==> config.mk <==
export PLATFORM = sky130hd
export DESIGN_NAME = brfifo_ctrl
export DESIGN_NICKNAME = d
export VERILOG_FILES = /design/src/rtl/core/brfifo_pkg.sv /design/src/rtl/core/brfifo_ctrl.sv
export SDC_FILE = /design/constraint.sdc
export NUM_CORES = 1
export LEC_CHECK = 0
export BUFFER_PORTS_ARGS = -buffer_cell sky130_fd_sc_hd__buf_2
export CORE_AREA = 2 2 39 41
export DETAILED_ROUTE_END_ITERATION = 6
export DIE_AREA = 0 0 41 43
export PLACE_DENSITY = 0.7
export REMOVE_ABC_BUFFERS = 1
export SKIP_CTS_REPAIR_TIMING = 1
export SLEW_MARGIN = 25
export SYNTH_ARGS = -nofsm -noshare
export SYNTH_HDL_FRONTEND = slang
export SYNTH_SLANG_ARGS = --single-unit
==> constraint.sdc <==
create_clock -name clk -period 2.9 [get_ports clk]
set_input_delay 0.29 -clock clk [delete_from_list [all_inputs] [get_ports clk]]
set_output_delay 0.29 -clock clk [all_outputs]
set_load 0.05 [all_outputs]
==> src/rtl/core/brfifo_pkg.sv <==
`default_nettype none
package brfifo_pkg;

	localparam int PTR_W       = 10;
	localparam int BUFFER_SIZE = 1 << PTR_W;
	localparam int MAX_POP_RUN = 64;
	localparam int CNT_W       = 7;

	localparam logic [1:0] KIND_PUSH  = 2'd0;
	localparam logic [1:0] KIND_POP   = 2'd1;
	localparam logic [1:0] KIND_FIND  = 2'd2;
	localparam logic [1:0] KIND_CLEAR = 2'd3;

	localparam logic [1:0] STAT_OK          = 2'd0;
	localparam logic [1:0] STAT_POP_REFUSED = 2'd1;
	localparam logic [1:0] STAT_DROPPED     = 2'd2;
	localparam logic [1:0] STAT_REFUSED     = 2'd3;

	typedef logic [PTR_W-1:0] ptr_t;

	typedef struct packed {
		logic [1:0]       kind;
		logic [7:0]       data_byte;
		logic [CNT_W-1:0] count;
		logic [9:0]       offset;
	} in_t;

	typedef struct packed {
		logic [7:0] read_byte;
		logic       last;
		logic [1:0] status;
		logic [9:0] found_offset;
		logic [9:0] fill_level;
	} out_t;

	typedef enum logic [2:0] {
		S_IDLE,
		S_EXEC,
		S_POP_RD,
		S_POP_OUT,
		S_FIND_RD,
		S_FIND_CMP,
		S_FIND_OUT
	} ctrl_state_t;

	typedef struct packed {
		logic       load_item;
		logic       emit_simple;
		logic       pop_start;
		logic       rd_pop;
		logic       emit_pop;
		logic       find_start;
		logic       rd_find;
		logic       find_hit;
		logic       find_end;
		logic       find_adv;
		logic       emit_find;
	} dp_cmd_t;

	typedef struct packed {
		logic [1:0] kind;
		logic       pop_refuse;
		logic       pop_zero;
		logic       find_skip;
		logic       match;
		logic       idx_end;
		logic       rem_last;
		logic       out_free;
	} dp_status_t;

endpackage
`default_nettype wire

==> src/rtl/core/brfifo_ctrl.sv <==
`default_nettype none
module brfifo_ctrl (
	input  wire logic                    clk,
	input  wire logic                    arst_n,
	input  wire logic                    cmd_valid,
	output logic                         cmd_ready,
	input  wire brfifo_pkg::dp_status_t  st,
	output brfifo_pkg::dp_cmd_t          cmd
);

	brfifo_pkg::ctrl_state_t state_q;
	brfifo_pkg::ctrl_state_t state_nxt;
	logic finish;

	always_ff @(posedge clk or negedge arst_n) begin
		if (!arst_n) begin
			state_q <= brfifo_pkg::S_IDLE;
		end else begin
			state_q <= state_nxt;
		end
	end

	always_comb begin
		cmd    = '0;
		finish = 1'b0;
		case (state_q)
			brfifo_pkg::S_IDLE: begin
			end
			brfifo_pkg::S_EXEC: begin
				case (st.kind)
					brfifo_pkg::KIND_POP: begin
						if (st.pop_refuse || st.pop_zero) begin
							cmd.emit_simple = st.out_free;
							finish          = st.out_free;
						end else begin
							cmd.pop_start = 1'b1;
						end
					end
					brfifo_pkg::KIND_FIND: begin
						if (st.find_skip) begin
							cmd.emit_simple = st.out_free;
							finish          = st.out_free;
						end else begin
							cmd.find_start = 1'b1;
						end
					end
					default: begin
						cmd.emit_simple = st.out_free;
						finish          = st.out_free;
					end
				endcase
			end
			brfifo_pkg::S_POP_RD: begin
				cmd.rd_pop = 1'b1;
			end
			brfifo_pkg::S_POP_OUT: begin
				cmd.emit_pop = st.out_free;
				finish       = st.out_free && st.rem_last;
			end
			brfifo_pkg::S_FIND_RD: begin
				cmd.rd_find = 1'b1;
			end
			brfifo_pkg::S_FIND_CMP: begin
				if (st.match) begin
					cmd.find_hit = 1'b1;
				end else if (st.idx_end) begin
					cmd.find_end = 1'b1;
				end else begin
					cmd.find_adv = 1'b1;
				end
			end
			brfifo_pkg::S_FIND_OUT: begin
				cmd.emit_find = st.out_free;
				finish        = st.out_free;
			end
			default: begin
			end
		endcase
		cmd_ready     = (state_q == brfifo_pkg::S_IDLE) || finish;
		cmd.load_item = cmd_ready && cmd_valid;
	end

	always_comb begin
		state_nxt = state_q;
		case (state_q)
			brfifo_pkg::S_EXEC: begin
				if (st.kind == brfifo_pkg::KIND_POP && !st.pop_refuse && !st.pop_zero) begin
					state_nxt = brfifo_pkg::S_POP_RD;
				end else if (st.kind == brfifo_pkg::KIND_FIND && !st.find_skip) begin
					state_nxt = brfifo_pkg::S_FIND_RD;
				end
			end
			brfifo_pkg::S_POP_RD: begin
				state_nxt = brfifo_pkg::S_POP_OUT;
			end
			brfifo_pkg::S_POP_OUT: begin
				if (st.out_free && !st.rem_last) begin
					state_nxt = brfifo_pkg::S_POP_RD;
				end
			end
			brfifo_pkg::S_FIND_RD: begin
				state_nxt = brfifo_pkg::S_FIND_CMP;
			end
			brfifo_pkg::S_FIND_CMP: begin
				if (st.match || st.idx_end) begin
					state_nxt = brfifo_pkg::S_FIND_OUT;
				end else begin
					state_nxt = brfifo_pkg::S_FIND_RD;
				end
			end
			default: begin
			end
		endcase
		if (cmd_ready) begin
			state_nxt = cmd_valid ? brfifo_pkg::S_EXEC : brfifo_pkg::S_IDLE;
		end
	end

endmodule
`default_nettype wire

==> metrics <==
status completed; via count 507; Ports 24; DR vias/cell 5.070; slowest stage cell on the critical path or4_4; vias in the first global route 447; Post-synth EDFFs 0; final hold vios 0; Die W 41 um; n_diodes 0; CTS Buf Count 3; Slew Limit Headroom 76.44%; Syn. warnings 0; syn avg cell area between 7 and 8 um2; DRT Pass-1 Iters 2; layout overhead on the synthesized area 33.33%; top-area cell type share of the netlist area roughly 17%; Setup Crit Path Kind in -> out; Max-cap violations 0; transition time of the tightest slew-check pin between 300 and 400 ps; Overflow after GRT 0; Largest register FFs 3; fin. max-slew vios 0; die footprint 0.001763 mm2; global-route wire length before repair approximately 1600 um; core box area 0.001384 mm2; Synth Flop Type dfrtp_1; hold slack 379.4 ps; Post-Syn Area 450.4 um2; Post-Route WL 1063 um; arrival time worst endpoint 1820 ps; Starting Density 32.55%; final worst path period need 2114 ps; Clock Skew 1.068 ps; gr usage total 12.78%; sequential fraction of the synthesis area roughly 17%; Max VDD drop 650.7 uV; CP peak stage delay 450 ps; Worst Path Required roughly 2600 ps; #FFs+latches synth 3; Pleak 0.3099 nW; dpl cell area 564.3 um2; nets approximately 100; Post-DP HPWL 847.6 um; Routed Antenna Nets 0; Hold Path Class in -> async; Final Cell Area 600.6 um2; power per cell area approximately 1000 mW/mm2; clock slew at reported path FFs around 40 ps; Mapped Cells 60; clk sink count 3; Max Freq between 400 and 500 MHz; critical-path cell list buf_2, inv_1, ha_1, or4_4, o2111ai_2, nand3b_4, and2_1, buf_2; post-synthesis cell type count 33; Worst setup SP type input pin; 1st-iter DRT viols 4; Largest regs state_q x3; Sum Neg Setup Slack 0 ps; Final Util a little over two fifths; Final setup viols 0; largest net degree at the start of global routing 13; RSZ-0062 raised after global routing no; final RePlAce weighted congestion ~0.72; CTS tree yes; Skew-Pair Late Insertion Delay 230 ps; row count 14; Die Span Y ~43 um; top post-synthesis cells by area dfrtp_1 17%, nor2_1 5.8%, ha_1 5.6%; critical path's most frequent cell buf_2; port bufs 23; Synth area leader dfrtp_1; H-tree Lvls 1; Root Buffer clkbuf_4; Max clock buf depth 2; critical path fanouts, max 5; Setup crit end kind primary output; async set or reset register ratio after synthesis 100.0%; initial antenna violation count 0; Top reg by flops state_q; DR DRC count 0; layout cells sized above 1 40.48%; Period Utilization, post-route 72.88%; WL/cell approximately 11 um
## routing by layer
| metal | track usage, % | routed length (um) |
|---|---|---|
| met3 | 1.571 | 81 |
| met5 | 0 | 0 |
| met4 | 2.000 | 0 |
| met2 | 22.81 | 497 |
| met1 | 15.53 | 485 |
## synthesized netlist by cell type, types with 2 or more instances
cell and count:
nor2b_1 3, dfrtp_1 3, nor3_1 3, o21ai_0 2, nand2b_1 2, a21oi_1 2
ha_1 2, nor3b_1 2, nand2_1 4, buf_2 2, nor2_1 7, inv_1 5
and2_1 2, and3_1 2
## power by group
group | switching [W] | internal [W]
Sequential | 0.0000559 | 0.0000649
Combinational | 0.000268 | 0.000147
Clock | 0.0000209 | 0.0000515
## area by class of cell
class	count	area, um2
clock buffer	4	26.28
tap	16	20.02
multi-input combinational	48	335.3
sequential	3	75.07
inverter	5	18.77
timing repair buffer	24	125.1
fill	153	783.3
## layout by cell type, fill, tap and decap left out
| cell | netlist | routed |
|---|---|---|
| buf_2 | 2 | 23 |
| and2_1 | 2 | 2 |
| or3b_2 | 1 | 1 |
| or2_2 | 1 | 1 |
| nand2b_1 | 2 | 2 |
| o21bai_1 | 1 | 1 |
| ha_1 | 2 | 2 |
| or4_4 | 1 | 1 |
| nor2_1 | 7 | 7 |
| dfrtp_1 | 3 | 3 |
| clkbuf_1 | 1 | 1 |
| nand3b_4 | 1 | 1 |
| nand4_1 | 1 | 1 |
| o2111ai_2 | 1 | 1 |
| nor3b_1 | 2 | 2 |
| a31oi_1 | 1 | 1 |
| a21oi_1 | 2 | 2 |
| nor4_1 | 1 | 1 |
| nand4b_1 | 1 | 1 |
| and2b_1 | 1 | 1 |
| and3_1 | 2 | 2 |
| clkbuf_4 | 0 | 3 |
| o211ai_1 | 1 | 1 |
| dlygate4sd3_1 | 0 | 1 |
| nand3_1 | 1 | 1 |
| or3b_4 | 1 | 1 |
| a221oi_2 | 1 | 1 |
| nor3_1 | 3 | 3 |
| nor2b_1 | 3 | 3 |
| o21ai_0 | 2 | 2 |
| a211oi_2 | 1 | 1 |
| o31ai_1 | 1 | 1 |
| nand2_1 | 4 | 4 |
| inv_1 | 5 | 5 |
## logic make-up after synthesis
family | Yosys count | synth area share (%)
AO/OA/AOI/OAI | 11 | 20.28
flip-flops | 3 | 16.67
AND/OR/NAND/NOR | 35 | 48.61
buffers and inverters | 9 | 8.889
adder cells (fa/ha/maj) | 2 | 5.555
## final timing paths
path / cells past startpoint / to / slack [ps] / start
worst max-delay path: 8 / cmd[10] / 790 / st[7]
worst min-delay path: 2 / state_q[2] / 380 / arst_n
worst max register to register: 4 / state_q[2] / 1350 / state_q[2]
worst min register to register: 2 / state_q[1] / 740 / state_q[0]
max in group asynchronous: 2 / state_q[0] / 2420 / arst_n
min in group clk: 3 / state_q[0] / 430 / cmd_valid
## worst max-delay path, delay by kind of cell
family                     cells  cell delay [ps]
adders and majority gates      1              350
buffers and inverters          3              330
and+or+nand+nor                3              720
AOI/OAI and AO/OA              1              130
## metrics by stage
stage          power (W)  setup WS, ps  std cells
2_1_floorplan  0.0004500         770.3         56
3_3_place_gp   0.0005357         825.7         95
3_5_place_dp   0.0005398         776.7         95
4_1_cts        0.0006153         770.4         99
5_1_grt        0.0006621         719.8        100
6_report       0.0006080         786.4        100
(Power assumes the default switching activity.)
